### config.mk
export PLATFORM = sky130hd
export DESIGN_NAME = utc_timestamp_validator_unit
export DESIGN_NICKNAME = d
export VERILOG_FILES = /design/src/sv/utv_pkg.sv /design/src/sv/utv_front.sv /design/src/sv/utv_queue.sv /design/src/sv/utv_back.sv /design/src/sv/utc_timestamp_validator_unit.sv
export SDC_FILE = /design/constraint.sdc
export NUM_CORES = 1
export LEC_CHECK = 0
export BUFFER_PORTS_ARGS = -buffer_cell sky130_fd_sc_hd__buf_4
export CORE_MARGIN = 8
export CORE_UTILIZATION = 25
export CTS_CLUSTER_DIAMETER = 100
export DETAILED_ROUTE_END_ITERATION = 12
export HOLD_SLACK_MARGIN = 0.08
export PLACE_DENSITY_LB_ADDON = 0.05
export SLEW_MARGIN = 15
export SYNTH_ARGS = -nofsm -noshare
export SYNTH_HDL_FRONTEND = slang
export SYNTH_HIERARCHICAL = 1
export SYNTH_SLANG_ARGS = --single-unit
### constraint.sdc
create_clock -name clk -period 5.1 [get_ports clk]
set_clock_uncertainty 0.15 [all_clocks]
set_input_delay 0.51 -clock clk [delete_from_list [all_inputs] [get_ports clk]]
set_output_delay 0.51 -clock clk [all_outputs]
set_load 0.05 [all_outputs]
### src/sv/utv_pkg.sv
package utv_pkg;

	localparam int UTV_MAX_LENGTH = 32;
	localparam int UTV_QDEPTH     = 2;
	localparam int UTV_POS_W      = 6;

	localparam logic [7:0] CH_ZERO  = 8'h30;
	localparam logic [7:0] CH_DASH  = 8'h2D;
	localparam logic [7:0] CH_COLON = 8'h3A;
	localparam logic [7:0] CH_DOT   = 8'h2E;
	localparam logic [7:0] CH_T     = 8'h54;
	localparam logic [7:0] CH_Z     = 8'h5A;

	localparam logic [UTV_POS_W-1:0] POS_SHORT    = 6'd19;
	localparam logic [UTV_POS_W-1:0] POS_MIN_FRAC = 6'd21;
	localparam logic [UTV_POS_W-1:0] POS_SAT      = 6'd63;

	localparam logic [6:0] HOUR_MAX   = 7'd23;
	localparam logic [6:0] MINUTE_MAX = 7'd59;
	localparam logic [6:0] SECOND_MAX = 7'd60;
	localparam logic [6:0] MONTH_MAX  = 7'd12;

	// one finished string: layout flag plus the decoded fields
	typedef struct packed {
		logic        err;
		logic [13:0] year;
		logic [4:0]  year_mod25;
		logic [6:0]  month;
		logic [6:0]  day;
		logic [6:0]  hour;
		logic [6:0]  minute;
		logic [6:0]  second;
	} utv_rec_t;

	// days in month, month 1..12; zero for anything else
	function automatic logic [4:0] month_length(input logic leap, input logic [6:0] month);
		logic [4:0] len;
		unique case (month)
			7'd1, 7'd3, 7'd5, 7'd7, 7'd8, 7'd10, 7'd12: len = 5'd31;
			7'd4, 7'd6, 7'd9, 7'd11:                    len = 5'd30;
			7'd2:                                       len = leap ? 5'd29 : 5'd28;
			default:                                    len = 5'd0;
		endcase
		return len;
	endfunction

endpackage

### src/sv/utv_front.sv
module utv_front import utv_pkg::*; #(
	parameter int MAX_LENGTH = UTV_MAX_LENGTH
) (
	input  logic       clk,
	input  logic       arst_n,
	input  logic       s_tvalid,
	output logic       s_tready,
	input  logic [7:0] s_tdata,   // [7:0] char_byte
	input  logic       s_tlast,   // last_char
	input  logic       q_full,
	output logic       q_push,
	output utv_rec_t   q_rec
);

	typedef enum logic [3:0] {
		CL_YEAR, CL_MONTH, CL_DAY, CL_HOUR, CL_MINUTE, CL_SECOND,
		CL_DASH, CL_T, CL_COLON, CL_SEP19, CL_TAIL
	} cls_t;

	// 10*r mod 25 for r in 0..24
	localparam logic [4:0] X10MOD25 [25] = '{
		5'd0, 5'd10, 5'd20, 5'd5, 5'd15, 5'd0, 5'd10, 5'd20, 5'd5, 5'd15,
		5'd0, 5'd10, 5'd20, 5'd5, 5'd15, 5'd0, 5'd10, 5'd20, 5'd5, 5'd15,
		5'd0, 5'd10, 5'd20, 5'd5, 5'd15
	};

	logic [UTV_POS_W-1:0] pos_q;
	logic                 err_q;
	logic [13:0]          year_q;
	logic [4:0]           y25_q;
	logic [6:0]           month_q, day_q, hour_q, minute_q, second_q;

	logic                 accept;
	logic [7:0]           d8;
	logic [3:0]           dig;
	logic                 is_dig;
	cls_t                 cls;
	logic                 err_now;
	logic [5:0]           y25_sum;
	logic [4:0]           y25_nx;
	logic [13:0]          year_nx;
	logic [6:0]           month_nx, day_nx, hour_nx, minute_nx, second_nx;

	function automatic logic [6:0] acc7(input logic [6:0] acc, input logic [3:0] d);
		return 7'({acc, 3'b000} + {acc, 1'b0} + {3'b000, d});
	endfunction

	assign s_tready = !q_full;
	assign accept   = s_tvalid && s_tready;
	assign q_push   = accept && s_tlast;

	always_comb begin
		d8     = s_tdata - CH_ZERO;
		dig    = d8[3:0];
		is_dig = (s_tdata >= CH_ZERO) && (s_tdata <= CH_ZERO + 8'd9);

		unique case (pos_q)
			6'd0, 6'd1, 6'd2, 6'd3: cls = CL_YEAR;
			6'd4, 6'd7:             cls = CL_DASH;
			6'd5, 6'd6:             cls = CL_MONTH;
			6'd8, 6'd9:             cls = CL_DAY;
			6'd10:                  cls = CL_T;
			6'd11, 6'd12:           cls = CL_HOUR;
			6'd13, 6'd16:           cls = CL_COLON;
			6'd14, 6'd15:           cls = CL_MINUTE;
			6'd17, 6'd18:           cls = CL_SECOND;
			6'd19:                  cls = CL_SEP19;
			default:                cls = CL_TAIL;
		endcase

		err_now = (pos_q >= UTV_POS_W'(MAX_LENGTH)) || (s_tlast && pos_q < POS_SHORT);
		unique case (cls)
			CL_DASH:  err_now = err_now || (s_tdata != CH_DASH);
			CL_T:     err_now = err_now || (s_tdata != CH_T);
			CL_COLON: err_now = err_now || (s_tdata != CH_COLON);
			CL_SEP19: err_now = err_now || (s_tdata != (s_tlast ? CH_Z : CH_DOT));
			CL_TAIL: begin
				if (s_tlast)
					err_now = err_now || (s_tdata != CH_Z) || (pos_q < POS_MIN_FRAC);
				else
					err_now = err_now || !is_dig;
			end
			default:  err_now = err_now || !is_dig;
		endcase

		// year mod 25 rides along for the century rule
		y25_sum = {1'b0, X10MOD25[y25_q]} + {2'b00, dig};
		y25_nx  = (y25_sum >= 6'd25) ? 5'(y25_sum - 6'd25) : y25_sum[4:0];

		year_nx   = year_q;
		month_nx  = month_q;
		day_nx    = day_q;
		hour_nx   = hour_q;
		minute_nx = minute_q;
		second_nx = second_q;
		if (!is_dig)
			y25_nx = y25_q;
		else begin
			unique case (cls)
				CL_YEAR:   year_nx   = 14'({year_q, 3'b000} + {year_q, 1'b0} + {10'd0, dig});
				CL_MONTH:  month_nx  = acc7(month_q, dig);
				CL_DAY:    day_nx    = acc7(day_q, dig);
				CL_HOUR:   hour_nx   = acc7(hour_q, dig);
				CL_MINUTE: minute_nx = acc7(minute_q, dig);
				CL_SECOND: second_nx = acc7(second_q, dig);
				default: ;
			endcase
			if (cls != CL_YEAR)
				y25_nx = y25_q;
		end
	end

	always_comb begin
		q_rec.err        = err_q || err_now;
		q_rec.year       = year_q;
		q_rec.year_mod25 = y25_q;
		q_rec.month      = month_q;
		q_rec.day        = day_q;
		q_rec.hour       = hour_q;
		q_rec.minute     = minute_q;
		q_rec.second     = second_q;
	end

	always_ff @(posedge clk or negedge arst_n) begin
		if (!arst_n) begin
			pos_q    <= '0;
			err_q    <= 1'b0;
			year_q   <= '0;
			y25_q    <= '0;
			month_q  <= '0;
			day_q    <= '0;
			hour_q   <= '0;
			minute_q <= '0;
			second_q <= '0;
		end else if (accept) begin
			if (s_tlast) begin
				// string done: back to the start
				pos_q    <= '0;
				err_q    <= 1'b0;
				year_q   <= '0;
				y25_q    <= '0;
				month_q  <= '0;
				day_q    <= '0;
				hour_q   <= '0;
				minute_q <= '0;
				second_q <= '0;
			end else begin
				if (pos_q != POS_SAT)
					pos_q <= pos_q + 6'd1;
				err_q    <= err_q || err_now;
				year_q   <= year_nx;
				y25_q    <= y25_nx;
				month_q  <= month_nx;
				day_q    <= day_nx;
				hour_q   <= hour_nx;
				minute_q <= minute_nx;
				second_q <= second_nx;
			end
		end
	end

endmodule

### src/sv/utv_queue.sv
module utv_queue import utv_pkg::*; (
	input  logic     clk,
	input  logic     arst_n,
	input  logic     push,
	input  utv_rec_t push_rec,
	output logic     full,
	input  logic     pop,
	output logic     q_valid,
	output utv_rec_t q_rec
);

	localparam int PTR_W = (UTV_QDEPTH > 1) ? $clog2(UTV_QDEPTH) : 1;
	localparam int CNT_W = $clog2(UTV_QDEPTH + 1);

	utv_rec_t         mem_q [UTV_QDEPTH];
	logic [PTR_W-1:0] wr_ptr_q, rd_ptr_q;
	logic [CNT_W-1:0] count_q;
	logic             do_push, do_pop;

	assign full    = (count_q == CNT_W'(UTV_QDEPTH));
	assign q_valid = (count_q != '0);
	assign q_rec   = mem_q[rd_ptr_q];
	assign do_push = push && !full;
	assign do_pop  = pop && q_valid;

	function automatic logic [PTR_W-1:0] ptr_inc(input logic [PTR_W-1:0] p);
		return (p == PTR_W'(UTV_QDEPTH - 1)) ? '0 : PTR_W'(p + 1'b1);
	endfunction

	always_ff @(posedge clk) begin
		if (do_push)
			mem_q[wr_ptr_q] <= push_rec;
	end

	always_ff @(posedge clk or negedge arst_n) begin
		if (!arst_n) begin
			wr_ptr_q <= '0;
			rd_ptr_q <= '0;
			count_q  <= '0;
		end else begin
			if (do_push)
				wr_ptr_q <= ptr_inc(wr_ptr_q);
			if (do_pop)
				rd_ptr_q <= ptr_inc(rd_ptr_q);
			if (do_push && !do_pop)
				count_q <= count_q + 1'b1;
			else if (do_pop && !do_push)
				count_q <= count_q - 1'b1;
		end
	end

endmodule

### src/sv/utv_back.sv
module utv_back import utv_pkg::*; (
	input  logic       clk,
	input  logic       arst_n,
	input  logic       q_valid,
	input  utv_rec_t   q_rec,
	output logic       q_pop,
	output logic       m_tvalid,
	input  logic       m_tready,
	output logic [7:0] m_tdata    // [0] accepted, [7:1] zero
);

	logic       valid_q;
	logic       acc_q;
	logic       leap;
	logic [4:0] mlen;
	logic       ok;

	// take the next record whenever the output slot frees up this cycle
	assign q_pop    = q_valid && (!valid_q || m_tready);
	assign m_tvalid = valid_q;
	assign m_tdata  = {7'd0, acc_q};

	always_comb begin
		// divisible by 4, and not by 100 unless by 400
		leap = (q_rec.year[1:0] == 2'b00) &&
		       ((q_rec.year_mod25 != 5'd0) || (q_rec.year[3:0] == 4'd0));
		mlen = month_length(leap, q_rec.month);
		ok   = !q_rec.err && (q_rec.year != '0) &&
		       (q_rec.month >= 7'd1) && (q_rec.month <= MONTH_MAX) &&
		       (q_rec.day >= 7'd1) && (q_rec.day <= {2'b00, mlen}) &&
		       (q_rec.hour <= HOUR_MAX) && (q_rec.minute <= MINUTE_MAX) &&
		       (q_rec.second <= SECOND_MAX);
	end

	always_ff @(posedge clk or negedge arst_n) begin
		if (!arst_n)
			valid_q <= 1'b0;
		else if (q_pop)
			valid_q <= 1'b1;
		else if (m_tready)
			valid_q <= 1'b0;
	end

	always_ff @(posedge clk) begin
		if (q_pop)
			acc_q <= ok;
	end

endmodule

### src/sv/utc_timestamp_validator_unit.sv
// Takes one character per cycle; s_tready drops only while the two-entry result queue
// is full, which happens only when m_tready holds results back.
// Path: the final character's result is written into a queue entry when taken, and
// the output register loads it from the queue once the output slot is free.
// Throughput: one character per cycle while s_tready is high; one result per string.
// Reset (arst_n low, asynchronous): position, error flag and accumulators clear,
// the result queue empties and m_tvalid drops.
module utc_timestamp_validator_unit import utv_pkg::*; #(
	parameter int MAX_LENGTH = UTV_MAX_LENGTH
) (
	input  logic       clk,
	input  logic       arst_n,
	input  logic       s_tvalid,
	output logic       s_tready,
	input  logic [7:0] s_tdata,   // [7:0] char_byte
	input  logic       s_tlast,   // last_char
	output logic       m_tvalid,
	input  logic       m_tready,
	output logic [7:0] m_tdata    // [0] accepted, [7:1] zero
);

	utv_rec_t push_rec, pop_rec;
	logic     q_full, q_push, q_pop, q_valid;

	utv_front #(.MAX_LENGTH(MAX_LENGTH)) u_front (
		.clk      (clk),
		.arst_n   (arst_n),
		.s_tvalid (s_tvalid),
		.s_tready (s_tready),
		.s_tdata  (s_tdata),
		.s_tlast  (s_tlast),
		.q_full   (q_full),
		.q_push   (q_push),
		.q_rec    (push_rec)
	);

	utv_queue u_queue (
		.clk      (clk),
		.arst_n   (arst_n),
		.push     (q_push),
		.push_rec (push_rec),
		.full     (q_full),
		.pop      (q_pop),
		.q_valid  (q_valid),
		.q_rec    (pop_rec)
	);

	utv_back u_back (
		.clk      (clk),
		.arst_n   (arst_n),
		.q_valid  (q_valid),
		.q_rec    (pop_rec),
		.q_pop    (q_pop),
		.m_tvalid (m_tvalid),
		.m_tready (m_tready),
		.m_tdata  (m_tdata)
	);

endmodule

==> impl_results.md, run 1 <==
* Run status: complete, no violations
* WL final at 22.26 mm
* Core Footprint at 0.03776 sq mm
* Most common cell after layout, fill and taps aside: edfxtp_1
* Synth-to-layout area growth at 12.39%
* DR pass1 iterations at 4
* Top Layer Used: met4
* Max FO, Critical Path at 7
* Clk slew on worst S/H paths at 0.07 ns
* Hold buffers post-CTS at 0
* CP required at 5.24 ns
* Critical path class: flip-flop to flip-flop
* DRC viols at 0
* Tot GR Track Use at 10.51%
* Design Area, Final at 0.01079 sq mm
* Final core occ at 28.59%
* Setup TNS at 0 ns
* Worst Tran Pin Value at 1.039 ns
* TritonCTS Buffers at 17
* VDD IR max at 0.0002542 V
* Row count at 71
* Hold_ws at 0.07708 ns
* Port Buffers at 15
* Ports at 23
* Vias post-DR at 5881
* Die height at 212.0 microns
* Post-cts sizing count at 0
* Final min period at 4.064 ns
* Number of DRC markers in iteration 0 at 282
* DP Area at 0.01024 sq mm
* Clock sinks at 167
* DIE AREA at 0.04494 sq mm
* Net count, final at 912
* Antenna fix cells at 0
* Yosys warning count at 6
* Number of global-route vias before repair at 6309
* Met2 wire length at 10.51 mm
* Max transition margin at 30.39%
* GR Overflow Total at 0
* Pwr/cell area at 389.5 mW/mm^2
* M1 wire length at 10.80 mm
* Share of cells above drive strength 1 at 15.32%
* Fill count at 3876
* Crit start category: flip-flop
* Later-pin clock latency in the skew report at 0.44 ns
* Metal3 WL at 639 microns
* Max Cap Violations at 0
* Largest net degree at the start of global routing at 67
* Final Slew Violations at 0
* H-tree levels at 4
* Period utilisation layout at 79.68%
* Most frequent cells in the layout: edfxtp_1 (101), ha_1 (83), dfrtp_1 (65)
* Cell count after synthesis at 789
* DIE WIDTH at 212.0 microns
* Deepest clock path buffer count at 2
* First-pass GRT wire length at 35.93 mm
* Starting Density at 25.43%
* # setup viols final at 0
* Crit. End Element: flip-flop
* GPL Wtd Cong at 0.7585
* CTS tree: built
* Setup Buffers After CTS at 0
* Pleak at 4.541 nW
* Clock Tree Root: clkbuf_16
* RSZ-0062 raised after global routing: no
* Final ANT Viol Nets at 0
* Worst Path Arrival at 4.21 ns
* Initial antenna violation count at 0
* Final Hold Fails at 0
* Setup WS post-layout at 1.036 ns
* Cell Area, Synth at 0.009603 sq mm
* Via/cell ratio at 4.432
* Synth Area per Inst at 12.17 sq um
* Achievable frequency at 246.1 MHz
* Worst min path class: input pin to async pin
* Pre-CTS WS at 1.039 ns
* Final HPWL DP at 15.39 mm
* Routed length per instance at 16.78 microns
==> power by group <==
part / internal, mW / total (mW) / switching (mW)
logic: 0.535 / 1.19 / 0.655
registers: 1.62 / 1.77 / 0.155
clock network: 0.671 / 1.24 / 0.570
==> state kept, by name, summed over array words and instances, names as in the netlist <==
name,count
u_front/day_q,7
u_front/y25_q,5
u_front/hour_q,7
u_front/month_q,7
u_front/err_q,1
u_queue/wr_ptr_q,1
u_front/second_q,7
u_front/minute_q,7
u_queue/mem_q,100
u_back/m_tvalid,1
u_back/acc_q,1
u_queue/count_q,2
u_queue/rd_ptr_q,1
u_front/pos_q,6
u_front/year_q,14
==> per-layer routing <==
layer | vias up | global-route usage, %
li1 | 2888 | -
met1 | 2910 | 13.87
met2 | 65 | 17.16
met3 | 18 | 1.900
met4 | 0 | 3.595
met5 | - | 0
==> metrics by stage <==
step	total power, mW	cells
3_5_place_dp	3.020	1295
5_1_grt	4.477	1327
4_1_cts	4.292	1327
2_1_floorplan	2.724	795
6_report	4.204	1327
3_3_place_gp	3.002	1295
==> final cells by class <==
cell class | instances | area (sq um) | area share, %
clock buffer | 17 | 425.4 | 3.942
clock inverter | 15 | 128.9 | 1.194
inverter | 46 | 172.7 | 1.600
multi-input combinational | 552 | 4586 | 42.49
sequential | 167 | 4686 | 43.42
tap | 511 | 639.4 | 5.924
timing repair buffer | 19 | 155.1 | 1.438
==> worst max-delay path: stages, from the launching register on <==
cell and delay (ns):
dfrtp_1 0.47, inv_1 0.10, ha_1 0.31, inv_1 0.08
a21oi_1 0.08, a211oi_1 0.27, a21oi_1 0.08, ha_1 0.21
fa_1 0.49, inv_1 0.08, ha_1 0.20, nand3b_1 0.21
nand4_1 0.13, mux2i_1 0.07, or4_1 0.63, nand3_1 0.16
xnor2_1 0.13, o21ai_1 0.07
==> final timing paths <==
check                                               from                         endpoint  slack, ns  cells past startpoint
min in group clk                                m_tready      u_back/m_tvalid$_DFFE_PN0P_       0.23                      3
hold / removal                                    arst_n  u_front/minute_q[1]$_DFFE_PN0P_       0.08                      1
hold reg to reg            u_front/hour_q[6]$_DFFE_PN0P_   u_queue/mem_q[0][20]$_DFFE_PP_       0.32                      0
setup / recovery            u_front/y25_q[0]$_DFFE_PN0P_     u_front/y25_q[4]$_DFFE_PN0P_       1.04                     17
setup reg to reg            u_front/y25_q[0]$_DFFE_PN0P_     u_front/y25_q[4]$_DFFE_PN0P_       1.04                     17
max in group asynchronous                         arst_n     u_queue/rd_ptr_q$_DFFE_PN0P_       4.02                      1
Power figures use the tool's default switching activity.
==> run 2: changes to the inputs <==
==> constraint.sdc (replaced) <==
create_clock -name clk -period 3.5 [get_ports clk]
set_clock_uncertainty 0.15 [all_clocks]
set_input_delay 0.35 -clock clk [delete_from_list [all_inputs] [get_ports clk]]
set_output_delay 0.35 -clock clk [all_outputs]
set_load 0.05 [all_outputs]
==> run 2 against run 1 <==
Compared with the run above:
- the run now ends with setup timing left
- clock power grew 52%
- flip-flop and latch count is the same
- clock-buffer cell count grew 9
- cell area grew 4.3%
- die area is the same
- sequential power grew 44%
- critical path depth shrank 2
- worst hold slack gained 0.018 ns
- sequential share of layout area shrank 1.8 points
- routed wire length grew 5.7%
- critical endpoint is now u_front/y25_q[3]$_DFFE_PN0P_
- largest power group unchanged
==> impl_results.md, run 2 (synthesized netlist as in run 1, its figures left out) <==
* Top Registers: u_queue/mem_q: 100 flops, u_front/year_q: 14 flops (unchanged)
* Most frequent cells in the layout: edfxtp_1 (101), ha_1 (79), dfrtp_1 (65) (was edfxtp_1 (101), ha_1 (83), dfrtp_1 (65))
* WL final at 23.54 mm (was 22.26 mm)
* Hold Path Depth at 3
* Hold path start: m_tready
* DRC viols at 0 (unchanged)
* CP required at 3.66 ns (was 5.24 ns)
* Multi-input gate area in the final layout at 0.004682 sq mm (was 0.004586 sq mm)
* Final core occ at 29.81% (was 28.59%)
* Violated checks: setup timing
* Vias post-DR at 6057 (was 5881)
* Clk pwr share at 29.8% (was 29.5%)
* Sequential power share at 39.9% (was 42.2%)
* Max FFs per register at 100 (unchanged)
* Critical path class: flip-flop to flip-flop (unchanged)
* Clock sinks at 167 (unchanged)
* Period utilisation layout at 102.7% (was 79.68%)
* Achievable frequency at 278.3 MHz (was 246.1 MHz)
* Number of global-route vias before repair at 6496 (was 6309)
* Worst Tran Pin Value at 1.020 ns (was 1.039 ns)
* Later-pin clock latency in the skew report at 0.43 ns (was 0.44 ns)
* VDD IR max at 0.0003629 V (was 0.0002542 V)
* Tot GR Track Use at 10.99% (was 10.51%)
* Routed length per instance at 17.22 microns (was 16.78 microns)
* Share of cells above drive strength 1 at 21.14% (was 15.32%)
* Worst min path class: input pin to flip-flop (was input pin to async pin)
* Via/cell ratio at 4.431 (was 4.432)
* Clock Tree Root: clkbuf_16 (unchanged)
* Reg2reg setup slack at -0.09 ns (was 1.04 ns)
* Fill count at 3838 (was 3876)
* Initial antenna violation count at 0 (unchanged)
* Pwr/cell area at 564.2 mW/mm^2 (was 389.5 mW/mm^2)
* Worst r2r dst: u_front/y25_q[3]$_DFFE_PN0P_ (was u_front/y25_q[4]$_DFFE_PN0P_)
* RSZ-0062 raised after global routing: yes (was no)
* Max FO, Critical Path at 6 (was 7)
* DR pass1 iterations at 4 (unchanged)
* Reg area at 0.004686 sq mm (unchanged)
* Combinational Power Share at 30.2% (was 28.3%)
* Row count at 71 (unchanged)
* First-pass GRT wire length at 37.56 mm (was 35.93 mm)
* Final min period at 3.593 ns (was 4.064 ns)
* Final Slew Violations at 0 (unchanged)
* Starting Density at 25.43% (unchanged)
* Net Sw Power at 2.000 mW (was 1.380 mW)
* Crit path depth at 15 (was 17)
* Die height at 212.0 microns (unchanged)
* Clk slew on worst S/H paths at 0.07 ns (about the same)
* DIE AREA at 0.04494 sq mm (unchanged)
* Final Hold Fails at 0 (unchanged)
* Internal power at 4.350 mW (was 2.824 mW)
* Hold EP: u_back/m_tvalid$_DFFE_PN0P_
* Deepest clock path buffer count at 2 (unchanged)
* GR Overflow Total at 0 (unchanged)
* Largest net degree at the start of global routing at 54 (was 67)
* H-tree levels at 4 (unchanged)
* DIE WIDTH at 212.0 microns (unchanged)
* Port Buffers at 15 (unchanged)
* Ports at 23 (unchanged)
* Switching Fraction at 31.50% (was 32.82%)
* Hold_ws at 0.09488 ns (was 0.07708 ns)
* Slowest stage cell, crit path: or4_4 (was or4_1)
* TritonCTS Buffers at 17 (unchanged)
* Crit-path max cell delay at 0.57 ns (was 0.63 ns)
* CTS tree: built (unchanged)
* Cells on worst reg2reg path at 15 (was 17)
* Top reg by flops: u_queue/mem_q (unchanged)
* Most common cell after layout, fill and taps aside: edfxtp_1 (unchanged)
* Final HPWL DP at 16.73 mm (was 15.39 mm)
* Core Footprint at 0.03776 sq mm (unchanged)
* Worst reg2reg path startpoint: u_front/y25_q[0]$_DFFE_PN0P_ (unchanged)
* Worst Path Arrival at 3.75 ns (was 4.21 ns)
* Net count, final at 952 (was 912)
* # setup viols final at 5 (was 0)
* Max Cap Violations at 0 (unchanged)
* Critical Path, Cell by Cell: buf_4 -> ha_1 -> mux2i_1 -> o21ai_1 -> a211oi_2 -> a21oi_2 -> fa_1 -> inv_2 -> ha_4 -> nand3b_1 -> and3_1 -> or4_4 -> nand2_2 -> xor2_1 -> o21ai_1 (was inv_1 -> ha_1 -> inv_1 -> a21oi_1 -> a211oi_1 -> a21oi_1 -> ha_1 -> fa_1 -> inv_1 -> ha_1 -> nand3b_1 -> nand4_1 -> mux2i_1 -> or4_1 -> nand3_1 -> xnor2_1 -> o21ai_1)
* Number of DRC markers in iteration 0 at 200 (was 282)
* Antenna fix cells at 0 (unchanged)
* Run status: finished, violations left (was complete, no violations)
* Family with the most delay on the worst path: simple AND/OR/NAND/NOR gates (was adder cells)
* Critical path's most frequent cell: o21ai_1
* Total Power at 6.350 mW (was 4.204 mW)
* Pleak at 4.783 nW (was 4.541 nW)
* Synth-to-layout area growth at 17.21% (was 12.39%)
* Crit. End Element: flip-flop (unchanged)
* Setup WS post-layout at -0.09315 ns (was 1.036 ns)
* Max transition margin at 31.69% (was 30.39%)
* Final ANT Viol Nets at 0 (unchanged)
* CP bufs+invs at 2 (was 3)
* Crit start category: flip-flop (unchanged)
* GPL Wtd Cong at 0.7245 (was 0.7585)
==> run 2: changes by cell type in the layout (fill, tap and decap cells not counted), sizes merged <==
| cell | change |
|---|---|
| bufinv | +1 |
| clkinvlp | -2 |
| dlygate4sd3 | +1 |
| clkinv | -8 |
| clkbuf | +9 |
| buf | +39 |
==> run 2: stage by stage <==
step	instances	TNS, ns	setup slack (ns)	area, sq um
global placement	1330	-1.073	-0.2590	10560
detailed placement	1330	-1.420	-0.3273	10560
floorplan	795	-0.07830	-0.04184	9661
global route	1367	-1.163	-0.2580	11260
CTS	1366	-0.5896	-0.1387	11210
finish	1367	-0.3142	-0.09315	11260
==> run 2: worst register-to-register path, stage by stage, from the launching register on <==
cell      delay [ns]
dfrtp_1         0.42
buf_4           0.15
ha_1            0.21
mux2i_1         0.14
o21ai_1         0.10
a211oi_2        0.19
a21oi_2         0.08
fa_1            0.56
inv_2           0.06
ha_4            0.14
nand3b_1        0.21
and3_1          0.18
or4_4           0.57
nand2_2         0.09
xor2_1          0.15
o21ai_1         0.07
==> run 2: power groups by stage <==
stage          Combinational (mW)  Sequential [mW]  Clock, mW
6_report                     1.92             2.54       1.89
4_1_cts                      1.96             2.54       1.97
3_3_place_gp                 1.91             2.58          0
5_1_grt                      2.13             2.57       2.05
2_1_floorplan                1.46             2.51          0
3_5_place_dp                 1.93             2.58          0
==> run 2: worst max-delay path by stage <==
stage	start	endpoint	slack, ns
after CTS	u_front/y25_q[0]$_DFFE_PN0P_	u_front/y25_q[3]$_DFFE_PN0P_	-0.14
after floorplan	u_front/y25_q[0]$_DFFE_PN0P_	u_front/y25_q[3]$_DFFE_PN0P_	-0.04
after global routing	u_front/y25_q[1]$_DFFE_PN0P_	u_front/y25_q[2]$_DFFE_PN0P_	-0.26
final	u_front/y25_q[0]$_DFFE_PN0P_	u_front/y25_q[3]$_DFFE_PN0P_	-0.09
after global placement	u_front/y25_q[1]$_DFFE_PN0P_	u_front/y25_q[3]$_DFFE_PN0P_	-0.26
after detailed placement	u_front/y25_q[1]$_DFFE_PN0P_	u_front/y25_q[3]$_DFFE_PN0P_	-0.33
==> run 2: repair_timing <==
item	4_1_cts	5_1_grt
pin swaps	12	1
resized for setup	8	7
hold buffers	1	0
endpoints found under the hold margin	52	0
endpoints found under the setup margin	5	7
buffers inserted	3	1
cloned	0	0
==> run 2: layout make-up <==
cell class | count | area share [%]
clock inverters | 6 | 0.8004
clock buffers | 26 | 4.357
well taps | 511 | 5.680
multi-input cells | 552 | 41.60
flip-flops and latches | 167 | 41.63
repair buffers | 59 | 4.402
inverters | 46 | 1.534
==> run 2: metal layers <==
metal,track usage [%],share of wire [%],up-vias,wire length [microns]
li1,-,-,2971,-
met1,13.86,47,3009,10990
met2,19.15,50,59,11770
met3,1.973,2.2,18,522
met4,2.876,1.1,0,261
met5,0,0,-,0
==> run 3: changes to the inputs <==
--- a/config.mk
+++ b/config.mk
@@ -6,14 +6,15 @@
 export NUM_CORES = 1
 export LEC_CHECK = 0
 export BUFFER_PORTS_ARGS = -buffer_cell sky130_fd_sc_hd__buf_4
+export CAP_MARGIN = 20
 export CORE_MARGIN = 8
 export CORE_UTILIZATION = 25
 export CTS_CLUSTER_DIAMETER = 100
 export DETAILED_ROUTE_END_ITERATION = 12
 export HOLD_SLACK_MARGIN = 0.08
 export PLACE_DENSITY_LB_ADDON = 0.05
+export SKIP_CTS_REPAIR_TIMING = 1
 export SLEW_MARGIN = 15
 export SYNTH_ARGS = -nofsm -noshare
 export SYNTH_HDL_FRONTEND = slang
-export SYNTH_HIERARCHICAL = 1
 export SYNTH_SLANG_ARGS = --single-unit
==> run 3 against run 2 <==
Compared with the run above:
- the run now ends clean
- flip-flop and latch count unchanged
- die area down 4.6%
- non-clock buffer count shrank 8
- worst hold slack improved by 0.011 ns
- via count fell by 1.7%
- utilization fell by 0.46 points
- first-iteration DRC count increased by 18%
- clock-buffer cell count down 7
- combinational power shrank 4%
- global-route usage fell by 0.25 points
- critical path type unchanged
- highest routed layer unchanged
==> impl_results.md, run 3 <==
* Cell Area, Synth at 0.009121 sq mm (was 0.009603 sq mm)
* Largest net degree at the start of global routing at 67 (was 54)
* Routed length per instance at 17.12 microns (was 17.22 microns)
* Ports at 23 (unchanged)
* Asr flop ratio synth at 39.52%
* Final min period at 3.299 ns (was 3.593 ns)
* Yosys top cell by area: edfxtp_1
* RSZ-0062 raised after global routing: yes (unchanged)
* GPL Wtd Cong at 0.7338 (was 0.7245)
* M1 wire length at 10.11 mm (was 10.99 mm)
* Family with the most delay on the worst path: adder cells (was simple AND/OR/NAND/NOR gates)
* Share of cells above drive strength 1 at 13.18% (was 21.14%)
* WL final at 22.43 mm (was 23.54 mm)
* Via/cell ratio at 4.545 (was 4.431)
* Crit start category: flip-flop (unchanged)
* Synth area leaders: edfxtp_1 (33%), dfrtp_1 (18%), ha_1 (11%)
* Main combinational cell family by area after synthesis: adder cells
* Max FFs per register at 100 (unchanged)
* GR Overflow Total at 0 (unchanged)
* CP bufs+invs at 3 (was 2)
* Tot GR Track Use at 10.73% (was 10.99%)
* Synth Area per Inst at 11.62 sq um (was 12.17 sq um)
* Pwr/cell area at 596.2 mW/mm^2 (was 564.2 mW/mm^2)
* Most common cell after layout, fill and taps aside: edfxtp_1 (unchanged)
* DR pass1 iterations at 5 (was 4)
* Top Registers: u_queue.mem_q: 100 flops, u_front.year_q: 14 flops (was u_queue/mem_q: 100 flops, u_front/year_q: 14 flops)
* Max Cap Violations at 0 (unchanged)
* Yosys reg bits at 167
* Die height at 207.0 microns (was 212.0 microns)
* Vias post-DR at 5954 (was 6057)
* Final ANT Viol Nets at 0 (unchanged)
* CP required at 3.70 ns (was 3.66 ns)
* Multiplexer area fraction after synthesis at 2.112%
* Post-Synth XOR/XNOR Area at 4.609%
* H-tree levels at 4 (unchanged)
* Achievable frequency at 303.1 MHz (was 278.3 MHz)
* Max transition margin at 33.89% (was 31.69%)
* Clock sinks at 167 (unchanged)
* Critical Path, Cell by Cell: buf_4 -> ha_1 -> mux2i_1 -> nor2_1 -> a211oi_2 -> a31oi_1 -> ha_2 -> fa_2 -> inv_1 -> ha_2 -> nand2_1 -> nor2_2 -> a211oi_2 -> buf_4 -> o21ai_1 -> xnor2_1 -> o21ai_1 (was buf_4 -> ha_1 -> mux2i_1 -> o21ai_1 -> a211oi_2 -> a21oi_2 -> fa_1 -> inv_2 -> ha_4 -> nand3b_1 -> and3_1 -> or4_4 -> nand2_2 -> xor2_1 -> o21ai_1)
* Metal3 WL at 698 microns (was 522 microns)
* DRC viols at 0 (unchanged)
* Met2 wire length at 11.23 mm (was 11.77 mm)
* Row count at 70 (was 71)
* Number of enable flip-flop cells after synthesis at 101
* Worst Setup SP: u_front.y25_q[1]$_DFFE_PN0P_ (was u_front/y25_q[0]$_DFFE_PN0P_)
* Port Buffers at 15 (unchanged)
* Yosys top cell area share at 33.25%
* Max FO, Critical Path at 5 (was 6)
* Slowest stage cell, crit path: fa_2 (was or4_4)
* # setup viols final at 0 (was 5)
* Final HPWL DP at 15.98 mm (was 16.73 mm)
* Period utilisation layout at 94.26% (was 102.7%)
* Top_reg_cell synth: edfxtp_1
* Hold path start: s_tdata[0] (was m_tready)
* Worst min path class: input pin to flip-flop (unchanged)
* Core Footprint at 0.03626 sq mm (was 0.03776 sq mm)
* DIE AREA at 0.04285 sq mm (was 0.04494 sq mm)
* Setup TNS at 0 ns (was -0.3142 ns)
* CTS tree: built (unchanged)
* Clk slew on worst S/H paths at 0.07 ns (about the same)
* Yosys cell types at 67
* Starting Density at 25.16% (was 25.43%)
* Synth-to-layout area growth at 16.69% (was 17.21%)
* Most frequent cells in the layout: edfxtp_1 (101), ha_1 (80), dfrtp_1 (64) (was edfxtp_1 (101), ha_1 (79), dfrtp_1 (65))
* Worst reg2reg path startpoint: u_front.y25_q[1]$_DFFE_PN0P_ (was u_front/y25_q[0]$_DFFE_PN0P_)
* DIE WIDTH at 207.0 microns (was 212.0 microns)
* Compound-Gate Fraction of Synth Area at 12.54%
* Count leader, synth: edfxtp_1
* Final Slew Violations at 0 (unchanged)
* Crit-path max cell delay at 0.53 ns (was 0.57 ns)
* Top Layer Used: met4 (unchanged)
* Yosys warning count at 0 (was 6)
* Synth top cells by count: edfxtp_1 (101), ha_1 (83), dfrtp_1 (66), nand2_1 (54), o21ai_0 (49)
* Crit. End Element: flip-flop (unchanged)
* Adder-Cell Fraction of Synth Area at 14.24%
* Net count, final at 938 (was 952)
* Worst Path Arrival at 3.50 ns (was 3.75 ns)
* First-pass GRT wire length at 36.01 mm (was 37.56 mm)
* Clock Tree Root: clkbuf_16 (unchanged)
* Worst Tran Pin Value at 0.9870 ns (was 1.020 ns)
* Simple-gate share of the synthesized area at 11.50%
* Number of global-route vias before repair at 6305 (was 6496)
* Later-pin clock latency in the skew report at 0.43 ns (about the same)
* Total Power at 6.346 mW (was 6.350 mW)
* Design Area, Final at 0.01064 sq mm (was 0.01126 sq mm)
* TritonCTS Buffers at 17 (unchanged)
* Sequential-to-total area share from yosys stat at 51.36%
* Final Hold Fails at 0 (unchanged)
* VDD IR max at 0.0003732 V (was 0.0003629 V)
* Hold_ws at 0.1062 ns (was 0.09488 ns)
* Antenna fix cells at 0 (unchanged)
* Cell count after synthesis at 785 (was 789)
* Run status: complete, no violations (was finished, violations left)
* Initial antenna violation count at 0 (unchanged)
* Number of DRC markers in iteration 0 at 235 (was 200)
* DP Area at 0.009951 sq mm (was 0.01056 sq mm)
* Deepest clock path buffer count at 2 (unchanged)
* Pleak at 4.451 nW (was 4.783 nW)
* Critical path class: flip-flop to flip-flop (unchanged)
* Top reg by flops: u_queue.mem_q (was u_queue/mem_q)
## run 3: cell types whose count changed in the layout (fill, tap and decap cells not counted), sizes merged, moves of 6 or more
cell    previous run  this run
nand3             19        11
clkinv             1         9
clkbuf            26        19
mux2              52         7
nor3              14        24
buf               58        49
inv               48        41
nor2              30        46
a21oi             36        42
and3               7         1
## run 3: final cells by class
cell class | instances | area, sq um
Fill cell | 3757 | 25620
Multi-Input combinational cell | 551 | 4195
Clock inverter | 13 | 131.4
Tap cell | 468 | 585.6
Sequential cell | 167 | 4687
Inverter | 41 | 153.9
Clock buffer | 19 | 432.9
Timing Repair Buffer | 51 | 457.9
## run 3: cell families after synthesis
family	Yosys count
compound gates	176
xor+xnor	48
fa+ha+maj	96
buf+inv	73
flops	167
mux	18
other cells	1
simple gates	206
## run 3: through the flow
step / setup slack, ns / utilization (%) / std cells
detailed placement: 0.04564 / 27.44 / 1272
finish: 0.2009 / 29.35 / 1310
CTS: 0.01726 / 29.00 / 1304
global placement: 0.1305 / 27.44 / 1272
global route: -0.03004 / 29.35 / 1310
floorplan: 0.3112 / - / 791
## run 3: routing by layer
layer  global-route usage (%)  vias up
li1                         -     2961
met1                    13.22     2915
met2                    18.50       55
met3                    2.491       23
met4                    3.106        0
met5                        0        -
## run 3: path summary, 6_finish.rpt
| path | endpoint | slack, ns | cells past startpoint |
|---|---|---|---|
| worst max-delay path | u_front.y25_q[3]$_DFFE_PN0P_ | 0.20 | 17 |
| worst min register to register | u_queue.mem_q[0][13]$_DFFE_PP_ | 0.33 | 0 |
| min in group asynchronous | u_front.pos_q[0]$_DFFE_PN0P_ | 0.21 | 2 |
| worst min-delay path | u_front.second_q[0]$_DFFE_PN0P_ | 0.11 | 2 |
| max in group asynchronous | u_front.year_q[6]$_DFFE_PN0P_ | 2.38 | 3 |
| worst max register to register | u_front.y25_q[3]$_DFFE_PN0P_ | 0.20 | 17 |
## run 3: worst register-to-register path, delay by kind of cell, from the launching register on
| family | cells | cell delay, ns |
|---|---|---|
| compound gates | 5 | 0.70 |
| simple gates | 3 | 0.18 |
| fa+ha+maj | 4 | 1.17 |
| xor+xnor | 1 | 0.13 |
| buf+inv | 3 | 0.40 |
| mux | 1 | 0.14 |
| flops | 1 | 0.38 |
## run 3: report_power, final
part           internal (mW)  switching, mW
Sequential              2.43          0.243
Clock                   1.05          0.786
Combinational          0.777           1.06
